==> config.mk <==
export PLATFORM = sky130hd
export DESIGN_NAME = bqb_ctrl
export DESIGN_NICKNAME = d
export VERILOG_FILES = /design/src/sv/bqb_pkg.sv /design/src/sv/bqb_ctrl.sv
export SDC_FILE = /design/constraint.sdc
export NUM_CORES = 1
export LEC_CHECK = 0
export ABC_CLOCK_PERIOD_IN_PS = 2450
export BUFFER_PORTS_ARGS = -buffer_cell sky130_fd_sc_hd__buf_4
export CORE_UTILIZATION = 25
export DETAILED_ROUTE_END_ITERATION = 6
export GPL_TIMING_DRIVEN = 0
export SLEW_MARGIN = 40
export SYNTH_ARGS = -nofsm -noshare
export SYNTH_HDL_FRONTEND = slang
export SYNTH_SLANG_ARGS = --single-unit
export TNS_END_PERCENT = 5
==> constraint.sdc <==
create_clock -name aclk -period 2.45 [get_ports aclk]
set_input_delay 0.49 -clock aclk [delete_from_list [all_inputs] [get_ports aclk]]
set_output_delay 0.49 -clock aclk [all_outputs]
set_load 0.05 [all_outputs]
==> src/sv/bqb_pkg.sv <==
// bqb_pkg: shared types and constants of the billboard quad builder
// request structs, controller/datapath command and status, micro-op codes
// no dependencies
package bqb_pkg;

    localparam int MAX_PARTICLES_DEF = 16384;
    localparam int FRAC_BITS_DEF     = 16;

    localparam int IDX_W   = 14;
    localparam int CNT_W   = 15;
    localparam int COORD_W = 32;
    localparam int VIDX_W  = 16;
    localparam int CFG_IDX_W = 2;

    typedef logic [CFG_IDX_W-1:0] cfg_idx_t;
    localparam cfg_idx_t REG_CAMERA_X       = 2'd0;
    localparam cfg_idx_t REG_CAMERA_Y       = 2'd1;
    localparam cfg_idx_t REG_CAMERA_Z       = 2'd2;
    localparam cfg_idx_t REG_PARTICLE_LIMIT = 2'd3;

    typedef struct packed {
        logic [IDX_W-1:0]          particle_index;
        logic                      alive;
        logic signed [COORD_W-1:0] pos_x;
        logic signed [COORD_W-1:0] pos_y;
        logic signed [COORD_W-1:0] pos_z;
        logic                      last_particle;
    } in_t;

    typedef struct packed {
        logic                      emitted;
        logic [IDX_W-1:0]          live_slot;
        logic [VIDX_W-1:0]         vertex_index;
        logic [1:0]                corner;
        logic signed [COORD_W-1:0] vert_x;
        logic signed [COORD_W-1:0] vert_y;
        logic signed [COORD_W-1:0] vert_z;
        logic [CNT_W-1:0]          live_count;
        logic                      degenerate;
        logic                      last_of_run;
    } res_t;

    typedef enum logic [4:0] {
        OP_SCALE   = 5'd0,
        OP_MUL_X   = 5'd1,
        OP_MUL_Y   = 5'd2,
        OP_MUL_Z   = 5'd3,
        OP_SQRT_V  = 5'd4,
        OP_DIV_RX  = 5'd5,
        OP_DIV_RY  = 5'd6,
        OP_DIV_RZ  = 5'd7,
        OP_SLOPE1  = 5'd8,
        OP_SLOPE2  = 5'd9,
        OP_MUL_K1  = 5'd10,
        OP_SQRT_T1 = 5'd11,
        OP_DIV_T1A = 5'd12,
        OP_DIV_T1B = 5'd13,
        OP_MUL_K2  = 5'd14,
        OP_SQRT_T2 = 5'd15,
        OP_DIV_T2A = 5'd16,
        OP_DIV_T2B = 5'd17,
        OP_EMIT    = 5'd18
    } op_t;

    typedef enum logic {
        ITER_DIV  = 1'b0,
        ITER_SQRT = 1'b1
    } iter_mode_t;

    typedef struct packed {
        logic go;
        logic load;
        op_t  op;
    } cmd_t;

    typedef struct packed {
        logic live;
        logic last_corner;
        logic out_free;
        logic done;
    } sts_t;

endpackage

==> src/sv/bqb_ctrl.sv <==
// bqb_ctrl: sequencer that steps the datapath through the micro-ops of one particle
// drives command, reads status; owns the input handshake
// depends on bqb_pkg
module bqb_ctrl (
    input  logic          aclk,
    input  logic          aresetn,
    input  logic          s_valid,
    output logic          s_ready,
    output bqb_pkg::cmd_t cmd,
    input  bqb_pkg::sts_t sts
);
    import bqb_pkg::*;

    typedef enum logic [1:0] {
        S_IDLE,
        S_ISSUE,
        S_WAIT,
        S_EMIT
    } state_t;

    state_t state_reg, state_next;
    op_t    op_reg, op_next;
    logic   is_iter;

    always_comb begin
        case (op_reg)
            OP_SQRT_V, OP_DIV_RX, OP_DIV_RY, OP_DIV_RZ, OP_SLOPE1, OP_SLOPE2,
            OP_SQRT_T1, OP_DIV_T1A, OP_DIV_T1B, OP_SQRT_T2, OP_DIV_T2A,
            OP_DIV_T2B: is_iter = 1'b1;
            default:    is_iter = 1'b0;
        endcase
    end

    always_comb begin
        state_next = state_reg;
        op_next    = op_reg;
        unique case (state_reg)
            S_IDLE: begin
                if (s_valid) begin
                    state_next = S_ISSUE;
                    op_next    = OP_SCALE;
                end
            end
            S_ISSUE: begin
                if (is_iter) begin
                    state_next = S_WAIT;
                end else if (op_reg == OP_SCALE && !sts.live) begin
                    state_next = S_EMIT;
                    op_next    = OP_EMIT;
                end else begin
                    op_next = op_t'(op_reg + 5'd1);
                end
            end
            S_WAIT: begin
                if (sts.done) begin
                    op_next    = op_t'(op_reg + 5'd1);
                    state_next = (op_reg == OP_DIV_T2B) ? S_EMIT : S_ISSUE;
                end
            end
            S_EMIT: begin
                if (sts.out_free && sts.last_corner) state_next = S_IDLE;
            end
            default: state_next = S_IDLE;
        endcase
    end

    always_ff @(posedge aclk) begin
        if (!aresetn) begin
            state_reg <= S_IDLE;
            op_reg    <= OP_SCALE;
        end else begin
            state_reg <= state_next;
            op_reg    <= op_next;
        end
    end

    assign s_ready  = (state_reg == S_IDLE);
    assign cmd.load = (state_reg == S_IDLE) && s_valid;
    assign cmd.go   = (state_reg == S_ISSUE) || ((state_reg == S_EMIT) && sts.out_free);
    assign cmd.op   = op_reg;

endmodule

==> summary.txt, run 1 <==
Status
  • Status: finished, final reports clean

STA
  • Final cycle utilization of the critical path: 93.6%
  • Minimum clock period: 2.29 ns
  • Final hold slack: roughly 0.54 ns
  • Final Hold Fails: 0
  • Fin Clk Skew: 0.000370 ns
  • Pins over their slew limit: 0
  • Slew @ Worst Pin: between 0.3 and 0.4 ns
  • Peak Freq: 0.436 GHz
  • Slew Limit Headroom: between 70% and 80%
  • Final setup vio count: 0

Clock tree
  • Count of hold-fix buffers inserted at cts: 0
  • Num CTS Buffers: 3
  • # clock sinks: 8
  • Root Buffer: clkbuf_4
  • CTS tree: done
  • Worst-skew pair later-pin latency: between 0.2 and 0.3 ns
  • Max Buffers Root-to-Sink: 2
  • H-tree Lvls: 1
  • Worst-path clk slew: 0.06 ns

Power and ir drop
  • Sequential share of power: 22.3%
  • Internal power: 0.000397 W
  • Max VDD drop: 0.509 mV
  • Leak: slightly below 0.4 nW
  • Net Switching: 0.000372 W
  • Clk pwr share: 13.8%
  • Power, Total: 0.000769 W
  • Gate power share: 63.9%
  • PwrDens: a little over 900 mW/mm²
  • Switching Share: 48.4%

Global routing
  • Vias in the first global route: approximately 560
  • Gr usage total: between 10% and 20%
  • First-pass GRT wire length: 2550 µm
  • Total gr overflow: 0
  • Largest net degree at the start of global routing: 8
  • Initial antenna violation count: 0

Worst setup path
  • Critical Path AT: between 2 and 2.5 ns
  • Crit-path slowest cell: or4_1
  • R2r setup slk: roughly 0.16 ns
  • CP endpoint kind: flop
  • Crit path kind: reg2reg
  • CP max FO: 6
  • Crit path largest cell delay: 0.52 ns
  • Worst-path cell chain: inv_1 -> ha_1 -> a21oi_4 -> nor4b_4 -> a32oi_1 -> or4_1 -> o211ai_1
  • CP startpoint kind: flop
  • Worst EP required: 2.63 ns

Die
  • Io pins: 15
  • Initial Util: 26.3%
  • Die area: between 0.002 and 0.003 mm²
  • Chip width: 52.8 µm
  • Die Y: about 53 µm
  • Total core area: 0.00245 mm²
  • Row count: 18

Detailed routing
  • Drt drc: 0
  • Post-route ant nets: 0
  • DR WL/cell: around 13 µm
  • DR iter-0 viols: 18
  • Via/cell ratio: 5.15
  • WL final: 1610 µm
  • First-pass DRT Iterations: 4
  • Total number of vias: 634

Synthesis
  • Post-Syn Nets: 88
  • Number of flops mapped to enable cells by yosys: 0
  • Syn avg cell area: 8.84 µm²
  • Yosys warnings: 0
  • Syn Std Cell Area: 646 µm²
  • Commonest register cell after synthesis: dfxtp_1
  • Post-synthesis async set-or-reset flop share: 0%
  • Post-synth cell types: 30
  • Post-Syn Instances: 73
  • Register area share after synthesis: 24.8%
  • FF+latch count, synth: 8

Final layout
  • Layout cells sized above 1: 24.7%
  • Most frequent cells in the layout: buf_4 (17), ha_1 (8), dfxtp_1 (8)
  • Area Growth Syn to Fin: 30.2%
  • Diode count: 0
  • Commonest non-fill, non-tap cell in the layout: buf_4
  • Final Net Count: 110
  • Max FFs per register: 5

Placed design
  • Routability congestion estimate: 0.840
  • PortBufs: 14
  • Hpwl dp: 1190 µm

Min path
  • Hold Path Class: reg2reg

Run
  • Max Cap Viol: 0
power by group through the flow:
stage	logic (W)	clock network, W	registers [W]
6_report	0.000491	0.000106	0.000172
2_1_floorplan	0.000351	0	0.000181
3_5_place_dp	0.000466	0	0.000173
5_1_grt	0.000543	0.000109	0.000175
4_1_cts	0.000468	0.000106	0.000170
3_3_place_gp	0.000461	0	0.000172
critical path: cells and delay by family (launching register included):
family / cells / cell delay (ns)
DFF: 1 / 0.37
and+or+nand+nor: 2 / 0.85
AOI/OAI and AO/OA: 3 / 0.56
buffers and inverters: 1 / 0.12
adders and majority gates: 1 / 0.31
routing by layer:
metal	vias to the layer above	share of wire [%]	global-route usage, %
met5	-	0	0
met4	0	1.3	7.89
met3	4	4.7	0.870
met2	23	46	18.1
met1	282	48	17.8
li1	325	-	-
final timing paths:
| path | to | cells past startpoint | startpoint |
|---|---|---|---|
| worst max-delay path | is_iter | 7 | state_reg[1] |
| worst min-delay path | state_reg[1] | 2 | state_reg[0] |
| worst max register to register | is_iter | 7 | state_reg[1] |
| worst min register to register | state_reg[1] | 2 | state_reg[0] |
cell usage after synthesis, drive strengths merged (2+ instances only):
master,instances,area share [%]
inv,5,2.9
nand2,2,1.2
o2111ai,3,4.1
a21oi,4,3.7
nand3,3,2.3
o211ai,2,2.3
nand2b,2,1.9
nand4,2,1.9
nor2b,6,5.8
ha,8,16
and3,3,2.9
nor2,6,3.5
a41o,2,3.1
dfxtp,8,25
a21o,3,3.5
o21ai,2,2.1
layout make-up:
cell class	count	area [µm²]
clock buffer	3	22.5
fill	250	1610
inverter	5	18.8
multi-input combinational	60	474
sequential	8	160
tap	30	37.5
timing repair buffer	17	128
timing repair:
action | 4_1_cts | 5_1_grt
resized for setup | 0 | 1
setup buffers | 0 | 3
endpoints found under the setup margin | 0 | 1
metrics by stage:
step	instances	setup WS, ns	area, µm²	setup TNS, ns	utilization [%]
floorplan	73	0.151	646	0	-
global placement	117	0.0787	788	0	32.1
detailed placement	117	0.0673	788	0	32.1
CTS	120	0.0368	811	0	33.0
global route	123	-0.0146	841	-0.0146	34.3
finish	123	0.156	841	0	34.3
kinds of logic after synthesis:
kind of cell,synth area share [%]
simple gates,26.7
fa+ha+maj,15.5
compound gates,30.0
buf+inv,2.91
flops,24.8
No activity file was read; power rests on OpenSTA's default activity.
==> run 2, diff against run 1 <==
- BUFFER_PORTS_ARGS: -buffer_cell sky130_fd_sc_hd__buf_4 -> unset
- DONT_BUFFER_PORTS: unset -> 1
==> run 2 against run 1 <==
First-iteration DRC count up 28%. Clock skew increased by 0.0031 ns. Sequential power increased by 9%. Critical path type unchanged. Final area fell by 11%. Critical path depth unchanged. Non-clock buffer count is 15 lower. Largest cell class unchanged. Flip-flop and latch count is the same. Sequential share of layout area increased by 2.9 points. Highest routed layer unchanged.
==> summary.txt, run 2 (synthesis gave the netlist of run 1 again) <==
Status
  • Status: finished, final reports clean

Clock tree
  • Count of hold-fix buffers inserted at cts: 0 (unchanged)
  • Root Buffer: clkbuf_4
  • H-tree Lvls: 1 (unchanged)
  • Worst-skew pair later-pin latency: 0.26 ns (about the same)
  • Worst-path clk slew: 0.06 ns (about the same)
  • Max Buffers Root-to-Sink: 2 (unchanged)
  • Num CTS Buffers: 3 (unchanged)
  • # clock sinks: 8 (unchanged)
  • CTS tree: done

Die
  • Die Y: 52.8 µm (unchanged)
  • Chip width: 52.8 µm (unchanged)
  • Total core area: 0.00245 mm² (unchanged)
  • Die area: 0.00279 mm² (unchanged)
  • Io pins: 15 (unchanged)
  • Initial Util: 26.3% (unchanged)
  • Row count: 18 (unchanged)

Final layout
  • Area Growth Syn to Fin: 15.7%
  • Most frequent cells in the layout: nor2_1 (6), nor2b_1 (6), ha_1 (6)
  • Max FFs per register: 5 (unchanged)
  • Final Net Count: 95 (-14%)
  • FILL cells: 257 (+2.8%)
  • Diode count: 0 (unchanged)
  • Layout cells sized above 1: 16.7% (-8.1 points)

STA
  • Pins over their slew limit: 0 (unchanged)
  • Minimum clock period: 2.32 ns (+0.0307 ns)
  • RSZ-0062 raised after global routing: no
  • Peak Freq: 0.430 GHz (-1.3%)
  • Final setup vio count: 0 (unchanged)
  • Slew @ Worst Pin: 0.654 ns (+0.336 ns)
  • Setup slack after layout: 0.125 ns (-0.0307 ns)
  • Post-route setup TNS: 0 ns (unchanged)
  • Final cycle utilization of the critical path: 94.9% (+1.3 points)
  • Slew Limit Headroom: 56.4% (-22 points)
  • Final Hold Fails: 0 (unchanged)
  • Fin Clk Skew: 0.00349 ns (+0.00312 ns)

Worst setup path
  • Crit path kind: reg2reg
  • CP max FO: 5 (-1)
  • Critical path launch point: state_reg[0]
  • Worst-path cell chain: inv_1 -> ha_1 -> nor2b_1 -> nor4b_4 -> a32oi_1 -> or4_1 -> o211ai_1
  • Worst EP required: 2.62 ns (about the same)
  • Crit-path slowest cell: or4_1
  • Critical Path AT: 2.50 ns (+0.03 ns)
  • CP startpoint kind: flop
  • WP buf/inv: 1 (unchanged)
  • Crit path largest cell delay: 0.55 ns (+0.03 ns)
  • Crit Reg-Reg Startpoint: state_reg[0]
  • CP endpoint kind: flop
  • CP top delay family: simple AND/OR/NAND/NOR gates

Placed design
  • Routability congestion estimate: 0.832 (-0.99%)
  • Hpwl dp: 1170 µm (-1.7%)
  • PortBufs: 0 (-14)
  • Post-place setup slack: -0.116 ns (-0.184 ns)

Detailed routing
  • Max Used Layer: met4
  • Post-route ant nets: 0 (unchanged)
  • Drt drc: 0 (unchanged)
  • DR iter-0 viols: 23 (+5)
  • Detail Route met2 WL: 697 µm (-6.1%)
  • Via/cell ratio: 5.52 (+7.1%)
  • First-pass DRT Iterations: 4 (unchanged)
  • DR WL/cell: 14.6 µm (+12%)
  • Met1 Wirelength: 708 µm (-8.3%)
  • Met3 Wirelength: 118 µm (+57%)
  • Total number of vias: 596 (-6.0%)
  • WL final: 1580 µm (-2.0%)

Power and ir drop
  • Max VDD drop: 0.541 mV (+6.3%)
  • PwrDens: 1000 mW/mm² (+9.6%)
  • Leak: 0.323 nW (-19%)

Min path
  • Hold Path Class: in2reg
  • Worst hold start: aresetn

Global routing
  • Largest net degree at the start of global routing: 8 (unchanged)
  • Gr usage total: 11.9% (-0.69 points)
  • Total gr overflow: 0 (unchanged)
  • Vias in the first global route: 537 (-4.8%)
  • First-pass GRT wire length: 2330 µm (-8.7%)
  • Initial antenna violation count: 0 (unchanged)

Run
  • Max Cap Viol: 0 (unchanged)
run 2: cell types whose count changed in the layout (fill, tap and decap cells not counted), sizes merged:
| cell | delta |
|---|---|
| buf | -15 |
run 2: worst paths after layout:
kind	cells after the start	end	slack [ns]
setup reg to reg	7	is_iter	0.13
hold reg to reg	2	state_reg[1]	0.52
hold / removal	1	op_reg[4]	0.44
setup / recovery	7	is_iter	0.13
run 2: metrics by stage:
step,power [W],area (µm²),cells,hold WS [ns],util [%]
detailed placement,0.000589,683,103,0.533,27.8
CTS,0.000700,708,106,0.436,28.8
global route,0.000794,747,108,0.437,30.4
finish,0.000749,747,108,0.436,30.4
floorplan,0.000532,646,73,0.491,-
global placement,0.000585,683,103,0.510,27.8
run 2: power by group:
group / internal (W) / switching, W / total [W]
clock network: 0.0000563 / 0.0000483 / 0.000105
registers: 0.000151 / 0.0000367 / 0.000188
logic: 0.000173 / 0.000283 / 0.000456
total: 0.000380 / 0.000368 / 0.000749
run 2: repair_timing:
action,CTS,global route
endpoints found under the setup margin,1,1
setup buffers,0,2
cloned,0,0
pin swaps,1,0
resized for setup,1,6
run 2: layout make-up:
| type | count | area (µm²) | area share (%) |
|---|---|---|---|
| clock buffers | 3 | 22.5 | 3.02 |
| inverters | 5 | 18.8 | 2.51 |
| multi-input cells | 60 | 489 | 65.5 |
| flip-flops and latches | 8 | 164 | 21.9 |
| well taps | 30 | 37.5 | 5.03 |
| repair buffers | 2 | 15.0 | 2.01 |
run 2: metal layers:
| layer | vias to the layer above | GRT usage (%) |
|---|---|---|
| met4 | 0 | 12.7 |
| met1 | 275 | 13.9 |
| li1 | 292 | - |
| met2 | 23 | 16.5 |
| met3 | 6 | 3.19 |
| met5 | - | 0 |
==> run 3, diff against run 2 <==
- ABC_AREA: unset -> 1
- PLACE_DENSITY: unset -> 0.34
==> run 3 against run 2 <==
Sequential share of layout area decreased by 0.68 points. Flip-flop and latch count unchanged. Combinational power decreased by 9.4%. Via count increased by 3.4%. Final area increased by 0.84%. Global-route usage increased by 0.30 points. Clock power decreased by 7%. Clock skew about the same. Register-to-register slack improved by 0.26 ns. Highest routed layer unchanged.
==> summary.txt, run 3 <==
STA
  • Setup slack after layout: 0.252 ns (+0.126 ns)
  • Fin Clk Skew: 0.00324 ns (-0.000250 ns)
  • Slew @ Worst Pin: 0.662 ns (+0.00864 ns)
  • Slew Limit Headroom: 55.8% (-0.58 points)
  • Peak Freq: 0.455 GHz (+5.7%)
  • Final cycle utilization of the critical path: 89.7% (-5.2 points)
  • Final Hold Fails: 0 (unchanged)
  • Final setup vio count: 0 (unchanged)
  • Post-route setup TNS: 0 ns (unchanged)
  • RSZ-0062 raised after global routing: no
  • Minimum clock period: 2.20 ns (-0.126 ns)
  • Pins over their slew limit: 0 (unchanged)

Clock tree
  • Max Buffers Root-to-Sink: 2 (unchanged)
  • Count of hold-fix buffers inserted at cts: 0 (unchanged)
  • # clock sinks: 8 (unchanged)
  • Worst-path clk slew: 0.05 ns (about the same)
  • Num CTS Buffers: 3 (unchanged)
  • Root Buffer: clkbuf_4
  • H-tree Lvls: 1 (unchanged)
  • Setup Buffers After CTS: 0 (unchanged)
  • Worst-skew pair later-pin latency: 0.25 ns (about the same)
  • Resize count post-CTS: 0 (-1)
  • CTS tree: done

Placed design
  • Post-place setup slack: 0.371 ns (+0.487 ns)
  • PortBufs: 0 (unchanged)
  • Hpwl dp: 1330 µm (+14%)
  • Placed Area: 731 µm² (+7.0%)
  • Routability congestion estimate: 0.667 (-20%)

Worst setup path
  • Crit path largest cell delay: 0.54 ns (about the same)
  • CP endpoint kind: primary output
  • Critical path launch point: state_reg[1]
  • CP max FO: 5 (unchanged)
  • Worst-path cell chain: inv_1 -> ha_1 -> nand2_1 -> inv_1
  • CP most frequent cell: inv_1
  • CP startpoint kind: flop
  • Worst EP required: 1.96 ns (-0.66 ns)
  • Crit-path slowest cell: ha_1
  • WP buf/inv: 2 (+1)
  • Crit path kind: reg2out
  • Critical Path AT: 1.71 ns (-0.79 ns)
  • CP top delay family: adder cells
  • Crit Reg-Reg Startpoint: state_reg[0]

Detailed routing
  • Total number of vias: 616 (+3.4%)
  • Post-route ant nets: 0 (unchanged)
  • First-pass DRT Iterations: 4 (unchanged)
  • Drt drc: 0 (unchanged)
  • Via/cell ratio: 4.53 (-18%)
  • WL final: 1580 µm (+0.32%)
  • DR WL/cell: 11.6 µm (-20%)
  • DR iter-0 viols: 11 (-52%)

Global routing
  • First-pass GRT wire length: 2470 µm (+5.9%)
  • Gr usage total: 12.2% (+0.30 points)
  • Total gr overflow: 0 (unchanged)
  • Vias in the first global route: 581 (+8.2%)
  • Largest net degree at the start of global routing: 8 (unchanged)
  • Initial antenna violation count: 0 (unchanged)

Synthesis
  • Post-Syn Instances: 103 (+41%)
  • Synth area leaders: dfxtp_1 (23%), nand2_1 (18%), ha_1 (14%), inv_1 (8.1%), nand2_4 (3.2%)
  • Syn avg cell area: 6.73 µm² (-24%)
  • FF+latch count, synth: 8 (unchanged)
  • Register area share after synthesis: 23.1% (-1.7 points)
  • Post-synth cell types: 23 (-23%)
  • Yosys warnings: 0 (unchanged)
  • Post-Syn Nets: 118 (+34%)
  • Synth top area share: 23.1% (-1.7 points)
  • Post-synthesis async set-or-reset flop share: 0% (unchanged)
  • Syn Std Cell Area: 693 µm² (+7.4%)
  • Commonest cells post-synth: nand2_1 (34), inv_1 (15), dfxtp_1 (8), ha_1 (8), nor2_1 (6)
  • Area leader, netlist: dfxtp_1
  • Number of flops mapped to enable cells by yosys: 0 (unchanged)
  • Commonest register cell after synthesis: dfxtp_1
  • Top-count cell post-synth: nand2_1

Final layout
  • Max FFs per register: 5 (unchanged)
  • Area of the multi-input gates: 465 µm² (-4.9%)
  • Area Growth Syn to Fin: 8.66%
  • Diode count: 0 (unchanged)
  • FILL cells: 295 (+15%)
  • Commonest non-fill, non-tap cell in the layout: nand2_1
  • Layout cells sized above 1: 15.1% (-1.6 points)
  • Design area: 753 µm² (+0.84%)
  • Final Net Count: 123 (+29%)
  • Most frequent cells in the layout: nand2_1 (34), inv_1 (15), ha_1 (8), dfxtp_1 (8), nor2_1 (6)
  • Seq. cell area: 160 µm² (-2.3%)

Die
  • Io pins: 15 (unchanged)
  • Row count: 18 (unchanged)
  • Chip width: 54.7 µm (+3.5%)
  • Initial Util: 27.2% (+0.94 points)
  • Die area: 0.00299 mm² (+7.1%)
  • Total core area: 0.00254 mm² (+3.7%)
  • Die Y: 54.7 µm (+3.5%)

Status
  • Status: finished, final reports clean

Min path
  • Hold Path Class: in2reg
  • Worst hold start: aresetn

Power and ir drop
  • PwrDens: 936 mW/mm² (-6.7%)
  • Leak: 0.388 nW (+20%)
  • Max VDD drop: 0.383 mV (-29%)

Run
  • Max Cap Viol: 0 (unchanged)
==> run 3: final cells by class <==
cell class                      count  share of cell area, %
Sequential cell                     8                   21.3
Clock buffer                        3                   2.99
Inverter                           18                   8.97
Tap cell                           30                   4.98
Multi-Input combinational cell     77                   61.8
==> run 3: per-stage QoR <==
step                util (%)  cells  power, W  hold WS, ns
global route            29.6    136  0.000770        0.360
CTS                     29.6    136  0.000718        0.356
global placement        28.7    133  0.000621        0.494
finish                  29.6    136  0.000705        0.363
detailed placement      28.7    133  0.000615        0.502
floorplan                  -    103  0.000550        0.459
==> run 3: kinds of logic (layout without fill, tap and decap cells) <==
logic type | count (synthesis) | count (layout) | share of synthesized area, %
adder cells (fa/ha/maj) | 8 | 8 | 14.4
XOR/XNOR | 2 | 2 | 2.53
AND/OR/NAND/NOR | 54 | 54 | 37.7
AO/OA/AOI/OAI | 13 | 13 | 12.5
buffers and inverters | 18 | 21 | 9.75
flip-flops | 8 | 8 | 23.1
==> run 3: report_power, final <==
part	switching (W)	total, W	internal (W)	leakage, nW
Combinational	0.000300	0.000413	0.000114	0.309
Sequential	0.0000442	0.000194	0.000150	0.0649
Clock	0.0000419	0.0000978	0.0000559	0.0138
==> run 3: final timing paths <==
path	endpoint	depth (start not counted)	slack (ns)
setup reg to reg	is_iter	12	0.39
hold reg to reg	state_reg[1]	1	0.50
hold / removal	op_reg[1]	2	0.36
setup / recovery	cmd[5]	4	0.25
==> run 3: metal layers <==
layer / routed length [µm] / share of wire [%] / track usage [%]
met1: 795 / 50 / 15.4
met2: 715 / 45 / 19.9
met3: 53 / 3.3 / 0.833
met4: 19 / 1.2 / 7.69
met5: 0 / 0 / 0
